### src/design/nspt_pkg.sv
`default_nettype none
package nspt_pkg;

	localparam int HISTORY_DEPTH_DEF = 64;
	localparam int TIME_BITS_DEF     = 48;
	localparam int ENTRY_BITS_DEF    = 32;
	localparam int TOT_ENTRY_W       = 48;
	localparam int CNT_W             = 7;
	localparam int DEN_W             = 8;
	localparam int DEPTH_W           = 8;

	typedef enum logic [1:0] {
		CMD_BEGIN = 2'd0,
		CMD_END   = 2'd1,
		CMD_FRAME = 2'd2,
		CMD_RESET = 2'd3
	} cmd_t;

	typedef enum logic [1:0] {
		SEL_TIME   = 2'd0,
		SEL_NESTED = 2'd1,
		SEL_ENTRY  = 2'd2
	} sel_t;

	typedef enum logic [2:0] {
		ST_IDLE,
		ST_INIT,
		ST_SCAN,
		ST_DRAIN,
		ST_DIVS,
		ST_DIVW,
		ST_OUT
	} state_t;

	typedef struct packed {
		logic start;
		logic done;
	} div_ctl_t;

endpackage
`default_nettype wire

### src/design/nspt_div.sv
`default_nettype none
// restoring divider, one quotient bit per cycle
module nspt_div #(
	parameter int NW = 63
) (
	input  wire logic                      clk,
	input  wire logic                      arst_n,
	input  wire logic                      start,
	input  wire logic [NW-1:0]             num,
	input  wire logic [nspt_pkg::DEN_W-1:0] den,
	output logic      [NW-1:0]             quo,
	output logic                           done
);
	import nspt_pkg::*;

	localparam int CW = $clog2(NW + 1);

	logic              busy_q;
	logic              done_q;
	logic [CW-1:0]     cnt_q;
	logic [NW-1:0]     acc_q;
	logic [DEN_W-1:0]  rem_q;
	logic [DEN_W:0]    trial;
	logic              ge;
	logic [DEN_W-1:0]  rem_n;

	always_comb begin
		trial = {rem_q, acc_q[NW-1]};
		ge    = trial >= {1'b0, den};
		rem_n = ge ? DEN_W'(trial - {1'b0, den}) : trial[DEN_W-1:0];
	end

	always_ff @(posedge clk or negedge arst_n) begin
		if (!arst_n) begin
			busy_q <= 1'b0;
			done_q <= 1'b0;
			cnt_q  <= '0;
		end else if (start) begin
			busy_q <= 1'b1;
			done_q <= 1'b0;
			cnt_q  <= '0;
		end else if (busy_q) begin
			cnt_q <= cnt_q + CW'(1);
			if (cnt_q == CW'(NW - 1)) begin
				busy_q <= 1'b0;
				done_q <= 1'b1;
			end
		end else begin
			done_q <= 1'b0;
		end
	end

	always_ff @(posedge clk) begin
		if (start) begin
			acc_q <= num;
			rem_q <= '0;
		end else if (busy_q) begin
			acc_q <= {acc_q[NW-2:0], ge};
			rem_q <= rem_n;
		end
	end

	assign quo  = acc_q;
	assign done = done_q;

endmodule
`default_nettype wire

### config.mk
export PLATFORM = sky130hd
export DESIGN_NAME = nspt_div
export DESIGN_NICKNAME = d
export VERILOG_FILES = /design/src/design/nspt_pkg.sv /design/src/design/nspt_div.sv
export SDC_FILE = /design/constraint.sdc
export NUM_CORES = 1
export LEC_CHECK = 0
export ABC_AREA = 1
export BUFFER_PORTS_ARGS = -buffer_cell sky130_fd_sc_hd__buf_2
export CORE_MARGIN = 2
export CORE_UTILIZATION = 50
export DETAILED_ROUTE_END_ITERATION = 16
export PLACE_DENSITY = 0.76
export SYNTH_ARGS = -nofsm -noshare
export SYNTH_HDL_FRONTEND = slang
export SYNTH_SLANG_ARGS = --single-unit
### constraint.sdc
create_clock -name clk -period 3.3 [get_ports clk]
set_clock_uncertainty 0.15 [all_clocks]
set_input_delay 0.66 -clock clk [delete_from_list [all_inputs] [get_ports clk]]
set_output_delay 0.66 -clock clk [all_outputs]
set_load 0.02 [all_outputs]
# Word-level counts from Yosys, hierarchy flattened
# Cells that the tools add are included.
# W data, S select, Z words.
[totals]
reg_bits = 79
input_bits = 74
output_inout_bits = 64
wordCells = 22
[classes]
add_sub_neg = 2
magnitude_cmp = 1
n_eq_ne = 2
muxes = 11
n_reduce_logical = 1
[ops]
columns = ["operator", "count"]
rows = [
  ["$mux W63", 2],
  ["$mux W6", 2],
  ["$ge A9 B8 Y1", 1],
  ["$mux W8", 1],
  ["$sub A8 B8 Y8", 1],
  ["$add A6 B1 Y6 const B", 1],
  ["$eq A6 B6 Y1 const B", 1],
  ["$mux W1", 6],
  ["$ne A3 B2 Y1 const B", 1],
  ["$reduce_bool A2 Y1", 1],
]

# Depth between registers and ports, before layout
[logic_depth]
ltp_word = 4
ltp_mapped = 12
ltp_nobuf = 12

# Least setup slack after synthesis
# OpenSTA, ideal clock, no wires.
[synth_timing]
path_type = "input port to flip-flop"
from = "input port start"
to = "register acc_q[0], in the netlist quo[0] (enable)"
setup_ns = 0.417
arrival_time_ns = 2.096
required_ns = 2.733
slack_ns = 0.637
cell_stages = 3
path_buffers = 1
path_cell_list = "nor2_1 > buf_2 > inv_1"
[synth_between]
elab_chain_len = 1
[synth_lines]
columns = ["element", "line", "text"]
rows = [
  ["start: declaration", "nspt_div.sv:8", "input wire logic start,"],
  ["$reduce_bool A2 Y1 (no line)", "--", ""],
  ["end signal: assignment", "nspt_div.sv:55", "acc_q <= num;"],
  ["end signal: assignment", "nspt_div.sv:58", "acc_q <= {acc_q[NW-2:0], ge};"],
  ["end: declaration", "nspt_div.sv:21", "logic [NW-1:0] acc_q;"],
]
# Every way passes these cells.
# A chain may end at the register's enable or synchronous reset.

# Worst setup path in the final report
[layout_timing]
from = "input port start"
to = "register acc_q[48], in the netlist quo[48] (enable)"
# The elaborated chain is that of the path after synthesis.

==> flow_metrics.tcl <==
set metrics [dict create \
    status "complete, no violations" \
    cp_slowest_cell "inv_2" \
    yosysWarnings 0 \
    first_global_vias 3010 \
    hold_class "register to register" \
    routed_wl_mm 9.00 \
    coreArea_um2 7610 \
    drtIter0Drc 177 \
    slowest_delay_ps 460 \
    synthSimpleGateAreaFrac_pct 30.6 \
    worst_setup_path_start_kind "primary input" \
    synth_edf_count 63 \
    cts_tree "built" \
    synthFlopType "edfxtp_1" \
    ant_nets 0 \
    postSynthAreaPerCell_um2 8.84 \
    dieArea_um2 8480 \
    worstMarginPinSlew_ps 588 \
    clock-root-buffer "clkbuf_8" \
    vias_per_cell 4.81 \
    maxSlewViolCount 0 \
    hold_viol 0 \
    worstSetupEndpointType "register" \
    start_util_pct 51.0 \
    finalSetupViolations 0 \
    synth-compound-area-share_pct 2.10 \
    insertion_delay_ps 350 \
    fin_crit_sh_pct 62.7 \
    synthMuxAreaShare_pct 0 \
    synth_seq_cells 79 \
    grt-ovfl-total 0 \
    ys_async_sr_fraction_pct 10.1 \
    synth_adder_area_share_pct 3.74 \
    path_buf_inv 3 \
    syn-instance-count 439 \
    yosysSeqAreaShare_pct 58.1 \
    period_needed_ps 2070 \
    synth_nets 524 \
    cp_max_fo 28 \
    required_ps 3200 \
    fin_hold_ws_ps 323 \
    cts.sinks 79 \
    port_buffers 137 \
    cp_top_family "buffers and inverters" \
    power_per_cell_area_nw_per_um2 632 \
    grt_max_degree 40 \
    drc 0 \
    syn-cell-area_um2 3880 \
    slew_headroom_pct 60.7 \
    grt_pass1_wl_mm 14.4 \
    postCtsResizedCells 0 \
    final_nets 664 \
    fmax_mhz 484 \
    synth_cell_type_count 32 \
    avgRoutedWirePerCell_um 13.1 \
    synth_xor_area_share_pct 0.677 \
    ir_drop_uv 352 \
    rsz0062_at_grt "false" \
    fp.dieW_um 92.1 \
    worstPathArrival_ps 1960 \
    first_pass_iters 4 \
    vias 3301 \
    place.gp.congestion 0.898 \
    grt_antenna_before_repair 0 \
    clkTransAtPathRegs_ps 80 \
    track_usage_pct 21.9 \
    io_pins 138 \
    tns_ps 0 \
    dieHeight_um 92.1 \
    dp_hpwl_mm 6.65 \
    drv_cap 0 \
    cts_max_level 3 \
    cts_buffers 9 \
    diodes 0 \
    leakage_nw 2.64 \
    placementRows 32 \
    worstSetupPathType "primary input to register" \
    cts_buffer_depth 2 \
    drive_above_1_share_pct 29.8 \
    n_fill_cell 660 \
    synth_top_family_by_area "simple AND/OR/NAND/NOR gates" \
    crit_chain "buf_2 -> nor2_1 -> inv_2 -> buf_4" \
    area_delta_synth_final_pct 27.2 \
]
-- per-stage QoR --
step / instance area (um2) / std cells / setup WS (ps) / util (%) / total power [W]
detailed placement: 4680 / 669 / 846 / 61.5 / 0.00227
finish: 4930 / 686 / 1230 / 64.9 / 0.00312
CTS: 4930 / 686 / 1220 / 64.9 / 0.00313
floorplan: 3880 / 439 / 637 / - / 0.00200
global route: 4930 / 686 / 1060 / 64.9 / 0.00331
global placement: 4680 / 669 / 856 / 61.5 / 0.00224
-- synth_stat cells (5+ instances only) --
library cell / instances / area share [%]
a21oi_1: 6 / 0.77
buf_2: 10 / 1.3
clkbuf_1: 5 / 0.48
dfrtp_1: 8 / 5.2
dfxtp_1: 8 / 4.1
edfxtp_1: 63 / 49
ha_1: 10 / 3.2
inv_1: 25 / 2.4
inv_2: 5 / 0.48
nand2_1: 241 / 23
nand3_1: 16 / 2.1
nand3b_1: 7 / 1.4
nor2_1: 10 / 0.97
-- final timing paths --
check	from	end	slack [ps]	cells after the start
max	start	quo[48]	1230	4
min	rem_q[6]	rem_q[6]	320	2
max reg2reg	quo[62]	rem_q[4]	1380	10
min reg2reg	rem_q[6]	rem_q[6]	320	2
max in group asynchronous	arst_n	cnt_q[2]	2290	2
min in group asynchronous	arst_n	done	530	2
-- routing by layer --
layer / share of wire (%) / wire length (um) / track usage, %
met2: 46 / 4170 / 33.9
met4: 0.96 / 86 / 7.46
met3: 6.8 / 612 / 5.26
met5: 0 / 0 / 0
met1: 46 / 4120 / 30.5
-- cells in the final DEF, fill, tap and decap left out, drive strengths merged --
cell / Yosys / routed
clkinv: 1 / 3
ha: 10 / 10
bufinv: 0 / 3
clkinvlp: 0 / 1
o21ai: 4 / 4
a31oi: 1 / 1
xnor2: 1 / 1
or2: 1 / 1
nand3: 17 / 17
a21oi: 7 / 7
and2: 1 / 1
dlygate4sd3: 0 / 1
dfrtp: 8 / 8
nand4: 2 / 2
edfxtp: 63 / 63
dfxtp: 8 / 8
inv: 30 / 31
xor2: 2 / 2
fa: 1 / 1
clkbuf: 5 / 9
nor3: 2 / 2
a311oi: 1 / 1
nor2: 12 / 12
buf: 10 / 143
nand3b: 7 / 7
nand2: 245 / 245
-- tightest hold or removal path, delay by kind of cell, from the launching register on --
family | cells | cell delay (ps)
flip-flops | 1 | 330
AND/OR/NAND/NOR | 2 | 100
-- report_power, final --
part	internal (W)	switching (W)	total [W]
clock network	0.000504	0.000359	0.000863
registers	0.00123	0.000101	0.00133
logic	0.000358	0.000569	0.000927
-- cell families (layout without fill, tap and decap cells) --
logic type / count (synthesis) / count (layout)
DFF: 79 / 79
and+or+nand+nor: 287 / 287
buffers and inverters: 46 / 191
xor gates and xnor gates: 3 / 3
adders and majority gates: 11 / 11
AOI/OAI and AO/OA: 13 / 13
-- flip-flops by register name, summed over array words and instances, names as in the netlist --
register / flops
done: 1
rem_q: 8
busy_q: 1
quo: 63
cnt_q: 6
-- layout make-up --
class                      instances  area (um2)  area share [%]
clock inverter                     7         119            2.41
clock buffer                       9         124            2.51
multi-input combinational        314        1440            29.2
sequential                        79        2250            45.7
inverter                          31         116            2.36
timing repair buffer             144         753            15.3
tap                              102         128            2.59
-- what timing repair did --
| item | CTS | global route |
|---|---|---|
| hold buffers | 1 | 0 |
| buffers inserted | 0 | 0 |
| endpoints found under the hold margin | 8 | 0 |
(Power assumes the default switching activity.)
